**src/sv/hkr_pkg.sv**
```systemverilog
// ----------------------------------------------------------------------------
// hkr_pkg
// Shared constants and types for the HID keyboard report tracker.
// ----------------------------------------------------------------------------
package hkr_pkg;

  localparam int KeySlots    = 6;
  localparam int ReportSlots = 6;
  localparam int SlotIdxW    = (KeySlots > 1) ? $clog2(KeySlots) : 1;
  localparam int ReportW     = 8 * (ReportSlots + 1);

  typedef logic [7:0]          usage_t;
  typedef logic [SlotIdxW-1:0] slot_idx_t;

  localparam usage_t    UsageNone = 8'h00;
  localparam usage_t    ModFirst  = 8'hE0;
  localparam usage_t    ModLast   = 8'hE7;
  localparam slot_idx_t SlotLast  = slot_idx_t'(KeySlots - 1);

  typedef struct packed {
    logic      we;
    slot_idx_t idx;
    usage_t    data;
  } slot_wr_t;

  typedef struct packed {
    logic hit;
    logic empty;
  } slot_cmp_t;

endpackage

```
**src/sv/hkr_slot_file.sv**
```systemverilog
// ----------------------------------------------------------------------------
// hkr_slot_file
// Held-key slot registers with one indexed compare unit and one write port.
// ----------------------------------------------------------------------------
module hkr_slot_file import hkr_pkg::*; (
  input  logic                      clk_i,
  input  logic                      rst_ni,
  input  slot_idx_t                 rd_idx_i,
  input  usage_t                    key_i,
  input  slot_wr_t                  wr_i,
  output slot_cmp_t                 cmp_o,
  output logic [8*ReportSlots-1:0]  slots_o
);

  usage_t slots_q [KeySlots];
  usage_t rd_data;

  always_ff @(posedge clk_i or negedge rst_ni) begin
    if (!rst_ni) begin
      for (int i = 0; i < KeySlots; i++) begin
        slots_q[i] <= UsageNone;
      end
    end else if (wr_i.we) begin
      slots_q[wr_i.idx] <= wr_i.data;
    end
  end

  assign rd_data     = slots_q[rd_idx_i];
  assign cmp_o.hit   = (rd_data == key_i);
  assign cmp_o.empty = (rd_data == UsageNone);

  always_comb begin
    slots_o = '0;
    for (int j = 0; j < ReportSlots; j++) begin
      if (j < KeySlots) begin
        slots_o[8*j +: 8] = slots_q[j % KeySlots];
      end
    end
  end

endmodule

```
**src/sv/hid_keyboard_report_tracker.sv**
```systemverilog
// ----------------------------------------------------------------------------
// hid_keyboard_report_tracker
// Boot-keyboard state tracker emitting six-key-rollover reports.
// ----------------------------------------------------------------------------
// A key event word with a zero usage returns from decode to idle, a modifier
// goes from decode to emit, and a normal key goes through decode, scan, apply
// and emit, the single slot comparator walking the slots one per cycle. A tick
// word returns from decode to idle, or goes to emit to send an idle report.
// The result register lets a new word enter while a report waits; a second
// report waits in the emit step until the first one is taken.
module hid_keyboard_report_tracker import hkr_pkg::*; (
  input  logic               clk_i,
  input  logic               rst_ni,
  input  logic               idle_rate_we_i,
  input  logic [7:0]         idle_rate_i,
  input  logic               s_axis_tvalid_i,
  output logic               s_axis_tready_o,
  // [7:0] key_usage, [8] pressed, [15:9] zero
  input  logic [15:0]        s_axis_tdata_i,
  // [0] mode
  input  logic               s_axis_tuser_i,
  output logic               m_axis_tvalid_o,
  input  logic               m_axis_tready_i,
  // [7:0] modifier_byte, [15:8] slot_0 up to [55:48] slot_5
  output logic [ReportW-1:0] m_axis_tdata_o
);

  localparam logic [2:0] ST_IDLE   = 3'd0;
  localparam logic [2:0] ST_DECODE = 3'd1;
  localparam logic [2:0] ST_SCAN   = 3'd2;
  localparam logic [2:0] ST_APPLY  = 3'd3;
  localparam logic [2:0] ST_EMIT   = 3'd4;

  logic [2:0]         state_q, state_d;
  logic [7:0]         idle_rate_q;
  logic [7:0]         mod_q, mod_d;
  logic [7:0]         ms_q, ms_d;
  logic [7:0]         mark_q, mark_d;
  logic               mode_q;
  usage_t             key_q;
  logic               down_q;
  slot_idx_t          idx_q, idx_d;
  logic               hit_q, hit_d;
  slot_idx_t          hit_idx_q, hit_idx_d;
  logic               free_q, free_d;
  slot_idx_t          free_idx_q, free_idx_d;
  logic               out_valid_q, out_valid_d;
  logic [ReportW-1:0] out_data_q;
  logic               out_load;
  logic               accept;
  logic               is_mod;
  logic [2:0]         mod_bit;
  logic [7:0]         ms_inc;
  logic [7:0]         elapsed;
  logic [7:0]         limit;
  slot_wr_t           slot_wr;
  slot_cmp_t          slot_cmp;
  logic [8*ReportSlots-1:0] slots;

  hkr_slot_file u_slots (
    .clk_i    (clk_i),
    .rst_ni   (rst_ni),
    .rd_idx_i (idx_q),
    .key_i    (key_q),
    .wr_i     (slot_wr),
    .cmp_o    (slot_cmp),
    .slots_o  (slots)
  );

  assign s_axis_tready_o = (state_q == ST_IDLE);
  assign accept          = s_axis_tvalid_i && s_axis_tready_o;
  assign is_mod          = (key_q >= ModFirst) && (key_q <= ModLast);
  assign mod_bit         = 3'(key_q - ModFirst);
  assign ms_inc          = ms_q + 8'd1;
  assign elapsed         = ms_inc - mark_q;
  assign limit           = {idle_rate_q[5:0], 2'b00};

  always_comb begin
    state_d    = state_q;
    mod_d      = mod_q;
    ms_d       = ms_q;
    mark_d     = mark_q;
    idx_d      = idx_q;
    hit_d      = hit_q;
    hit_idx_d  = hit_idx_q;
    free_d     = free_q;
    free_idx_d = free_idx_q;
    slot_wr    = '0;
    out_load   = 1'b0;
    case (state_q)
      ST_IDLE: begin
        if (accept) begin
          state_d = ST_DECODE;
        end
      end
      ST_DECODE: begin
        idx_d  = '0;
        hit_d  = 1'b0;
        free_d = 1'b0;
        if (mode_q) begin
          ms_d    = ms_inc;
          state_d = ST_IDLE;
          if ((idle_rate_q != 8'd0) && (elapsed >= limit)) begin
            mark_d  = ms_inc;
            state_d = ST_EMIT;
          end
        end else if (key_q == UsageNone) begin
          state_d = ST_IDLE;
        end else if (is_mod) begin
          if (down_q) begin
            mod_d = mod_q | (8'd1 << mod_bit);
          end else begin
            mod_d = mod_q & ~(8'd1 << mod_bit);
          end
          state_d = ST_EMIT;
        end else begin
          state_d = ST_SCAN;
        end
      end
      ST_SCAN: begin
        if (slot_cmp.hit && !hit_q) begin
          hit_d     = 1'b1;
          hit_idx_d = idx_q;
        end
        if (slot_cmp.empty && !free_q) begin
          free_d     = 1'b1;
          free_idx_d = idx_q;
        end
        if (idx_q == SlotLast) begin
          state_d = ST_APPLY;
        end else begin
          idx_d = idx_q + slot_idx_t'(1);
        end
      end
      ST_APPLY: begin
        if (down_q) begin
          slot_wr.we   = !hit_q && free_q;
          slot_wr.idx  = free_idx_q;
          slot_wr.data = key_q;
        end else begin
          slot_wr.we   = hit_q;
          slot_wr.idx  = hit_idx_q;
          slot_wr.data = UsageNone;
        end
        state_d = ST_EMIT;
      end
      ST_EMIT: begin
        if (!out_valid_q || m_axis_tready_i) begin
          out_load = 1'b1;
          state_d  = ST_IDLE;
        end
      end
      default: begin
        state_d = ST_IDLE;
      end
    endcase
  end

  always_comb begin
    out_valid_d = out_valid_q;
    if (out_load) begin
      out_valid_d = 1'b1;
    end else if (m_axis_tready_i) begin
      out_valid_d = 1'b0;
    end
  end

  always_ff @(posedge clk_i or negedge rst_ni) begin
    if (!rst_ni) begin
      state_q     <= ST_IDLE;
      idle_rate_q <= 8'd0;
      mod_q       <= 8'd0;
      ms_q        <= 8'd0;
      mark_q      <= 8'd0;
      idx_q       <= '0;
      hit_q       <= 1'b0;
      free_q      <= 1'b0;
      out_valid_q <= 1'b0;
    end else begin
      state_q     <= state_d;
      mod_q       <= mod_d;
      ms_q        <= ms_d;
      mark_q      <= mark_d;
      idx_q       <= idx_d;
      hit_q       <= hit_d;
      free_q      <= free_d;
      out_valid_q <= out_valid_d;
      if (idle_rate_we_i) begin
        idle_rate_q <= idle_rate_i;
      end
    end
  end

  always_ff @(posedge clk_i) begin
    hit_idx_q  <= hit_idx_d;
    free_idx_q <= free_idx_d;
    if (accept) begin
      mode_q <= s_axis_tuser_i;
      key_q  <= s_axis_tdata_i[7:0];
      down_q <= s_axis_tdata_i[8];
    end
    if (out_load) begin
      out_data_q <= {slots, mod_q};
    end
  end

  assign m_axis_tvalid_o = out_valid_q;
  assign m_axis_tdata_o  = out_data_q;

  assert property (@(posedge clk_i) disable iff (!rst_ni)
    accept |=> (state_q == ST_DECODE))
    else $error("accepted word did not enter decode");

  assert property (@(posedge clk_i) disable iff (!rst_ni)
    $rose(m_axis_tvalid_o) |-> $past(state_q == ST_EMIT))
    else $error("report raised outside the emit step");

  assert property (@(posedge clk_i) disable iff (!rst_ni)
    (state_q == ST_SCAN) |-> (idx_q <= SlotLast))
    else $error("slot scan index out of range");

  assert property (@(posedge clk_i) disable iff (!rst_ni)
    (state_q == ST_APPLY) |=> (state_q == ST_EMIT))
    else $error("slot update not followed by a report");

endmodule

```
**config.mk**
```make
export PLATFORM = sky130hd
export DESIGN_NAME = hid_keyboard_report_tracker
export DESIGN_NICKNAME = d
export VERILOG_FILES = /design/src/sv/hkr_pkg.sv /design/src/sv/hkr_slot_file.sv /design/src/sv/hid_keyboard_report_tracker.sv
export SDC_FILE = /design/constraint.sdc
export NUM_CORES = 1
export LEC_CHECK = 0
export BUFFER_PORTS_ARGS = -buffer_cell sky130_fd_sc_hd__buf_2
export CORE_MARGIN = 5
export CORE_UTILIZATION = 56
export CTS_CLUSTER_DIAMETER = 60
export DETAILED_ROUTE_END_ITERATION = 16
export GPL_TIMING_DRIVEN = 0
export MAX_ROUTING_LAYER = met4
export PLACE_DENSITY_LB_ADDON = 0.08
export SYNTH_ARGS = -nofsm -noshare
export SYNTH_HDL_FRONTEND = slang
export SYNTH_HIERARCHICAL = 1
export SYNTH_SLANG_ARGS = --single-unit
```
**constraint.sdc**
```tcl
create_clock -name clk_i -period 7.7 [get_ports clk_i]
set_clock_uncertainty 0.2 [all_clocks]
set_input_delay 2.31 -clock clk_i [delete_from_list [all_inputs] [get_ports clk_i]]
set_output_delay 2.31 -clock clk_i [all_outputs]
set_load 0.03 [all_outputs]
```
==> out/qor.yml <==
status: "complete, no violations"
wl_per_cell_um: 18.6
crit_path_max_incr_delay_ps: 470
cts_sinks: 161
finalMaxSlewViolations: 0
hold_class: "register to register"
num_vias: 4711
drive_gt1_share_pct: 30.7
slowest_stage: "dfrtp_1"
die-area_um2: 15500
clock_latency_ps: 420
async_flop_share_pct: 55.3
synth_edf_count: 72
critPathLaunch: "state_q[2]"
syn2layout_area_growth_pct: 17.1
port_buffers: 80
p_leak_nw: 3.80
syn_inst: 547
grt_max_degree: 48
dp.final_hpwl_um: 11000
grt_pass1_wl_um: 25600
hold_buffers: 0
nNetsFinal: 695
firstDrtPassIters: 5
tritoncts: "built"
cts_root_buf: "clkbuf_16"
ant_nets: 0
syn_area_um2: 7360
start_util_pct: 57.6
crit_cells: 4
synthesis.nets: 594
cap_violations: 0
synthXorXnorAreaFrac_pct: 3.21
ctsResizeCount: 0
grt_pass1_vias: 4851
dp_slack_ps: 3710
finalWorstSetupSlack_ps: 3540
ys_types: 63
postCtsSetupBuffers: 0
period_share_pct: 54.0
drcViolationCount: 0
fp.dieH_um: 125
antenna_found_initial: 0
rows: 41
max-slew-margin-rel_pct: 38.3
crit_path_start_kind: "register"
synthMuxAreaShare_pct: 15.0
synth_top_family_by_area: "multiplexers"
yosys_warnings: 6
wirelength_um: 15500
gp_congestion: 0.901
ios: 88
ys_seq_area_share_pct: 59.6
finalHoldViolCount: 0
synth_compound_area_share_pct: 4.93
cp-end-kind: "output port"
route.met2.wl_um: 7130
drtIter0Drc: 356
vdd_drop_max_mv: 0.216
required_ps: 5190
met3_length_um: 903
die_x_um: 125
ys_ff_latch: 161
tightestPinTransition_ps: 920
final_cell_mix: "dfrtp_1 (89), buf_2 (81), edfxtp_1 (72)"
crit_family: "flip-flops"
clk_path_buf_depth: 2
track_usage_pct: 21.5
r2r_cells: 14
min_path_cells: 0
timing.final.crit_period_ps: 4160
top_layer: "met4"
critPathArrivalTime_ps: 1650
path_buf_inv: 2
htree_num_levels: 4
path_cells: "inv_1 -> nand2_1 -> nor2_1 -> buf_2"
syn_area_per_cell_um2: 13.5
coreArea_um2: 12800
setup_tns_ps: 0
diodes: 0
via_per_inst: 5.66
post_synth_and_or_nand_nor_area_fraction_pct: 11.9
r2r_start: "ms_q[0]"
cts_buffers: 17
grt_setup_unrepaired: "false"
criticalPathCategory: "register to output port"
fmaxAchievable_mhz: 240
synth_flop_cell: "dfrtp_1"
clk_pin_slew_ps: 60
cp_max_fo: 7
p_per_area_nw_per_um2: 325
m1WireLength_um: 7210
gr-total-overflow: 0
finalSetupViolCount: 0
layout_commonest_cell: "dfrtp_1"
synthAdderAreaFrac_pct: 2.99
per-stage QoR:
stage	cell area (µm²)	hold WS (ps)	utilization (%)	power, mW	std cells
after detailed placement	8020	231	62.8	1.95	801
after global routing	8620	253	67.5	2.98	833
after global placement	7980	228	62.5	1.92	799
after floorplan	7360	221	-	1.74	547
final	8620	246	67.5	2.80	833
after CTS	8620	245	67.5	2.82	833
worst reg2reg max path, delay by kind of cell (launching register included):
kind,cells,cell delay [ps]
compound gates,4,1160
fa+ha+maj,3,930
flops,1,460
simple gates,4,420
mux,1,410
xor+xnor,2,340
layout make-up:
cell class                 instances  area (µm²)
sequential                       161        4390
fill                             931        4150
buffer                            17        98.8
timing repair buffer              82         443
clock inverter                    13         168
inverter                          20        75.1
tap                              172         215
multi-input combinational        349        2800
clock buffer                      19         433
sequential cells by signal, summed over array words and instances, names as in the netlist, named ones only:
| register | cells |
|---|---|
| hit_idx_q | 3 |
| down_q | 1 |
| state_q | 3 |
| free_q | 1 |
| m_axis_tvalid_o | 1 |
| free_idx_q | 3 |
| u_slots/slots_o | 48 |
| ms_q | 8 |
| hit_q | 1 |
| idx_q | 3 |
| mode_q | 1 |
| mark_q | 8 |
| m_axis_tdata_o | 56 |
| idle_rate_q | 8 |
| key_q | 8 |
report_power, final:
group / switching [mW] / total (mW) / internal, mW
Clock: 0.317 / 0.854 / 0.536
Sequential: 0.0786 / 1.09 / 1.01
Combinational: 0.500 / 0.856 / 0.356
Total: 0.896 / 2.80 / 1.90
kinds of logic (layout without fill, tap and decap cells):
kind of cell,count (synthesis),in the layout
AO/OA/AOI/OAI,56,56
XOR/XNOR,27,27
adder cells (fa/ha/maj),17,17
buffers and inverters,37,151
flip-flops,161,161
multiplexers,98,98
AND/OR/NAND/NOR,151,151
path summary, 6_finish.rpt:
check                                           end  slack (ps)
worst min register to register    m_axis_tdata_o[2]         250
max in group asynchronous       u_slots/slots_o[10]        4960
min in group asynchronous                   ms_q[6]        1690
worst min-delay path              m_axis_tdata_o[2]         250
worst max-delay path                s_axis_tready_o        3540
worst max register to register            mark_q[4]        3660
cell usage after synthesis, types with 3 or more instances:
| master | n | area (µm²) |
|---|---|---|
| nand2b_1 | 5 | 31.3 |
| nand3_1 | 8 | 40.0 |
| mux2i_1 | 28 | 280 |
| nor3_1 | 18 | 90.1 |
| nor2_1 | 25 | 93.8 |
| nor3b_1 | 5 | 37.5 |
| nor2b_1 | 4 | 25.0 |
| dfrtp_1 | 89 | 2230 |
| edfxtp_1 | 72 | 2160 |
| mux2_2 | 67 | 754 |
| and2_1 | 10 | 62.6 |
| nand2_1 | 28 | 105 |
| o21ai_0 | 16 | 80.1 |
| o22ai_1 | 3 | 18.8 |
| a21oi_1 | 11 | 55.1 |
| xor2_1 | 8 | 70.1 |
| nor3_2 | 3 | 30.0 |
| nand4_1 | 6 | 37.5 |
| inv_1 | 20 | 75.1 |
| ha_1 | 16 | 200 |
| o21a_1 | 3 | 22.5 |
| nor4_1 | 13 | 81.3 |
| xnor2_1 | 19 | 166 |
| nand4b_1 | 5 | 43.8 |
| a31oi_1 | 3 | 18.8 |
| clkbuf_1 | 10 | 37.5 |
metal layers:
| layer | track usage [%] | vias up |
|---|---|---|
| met5 | - | - |
| met2 | 31.3 | 133 |
| met3 | 6.22 | 22 |
| li1 | - | 2228 |
| met1 | 29.5 | 2328 |
| met4 | 6.51 | 0 |
Power figures use the tool's default switching activity.
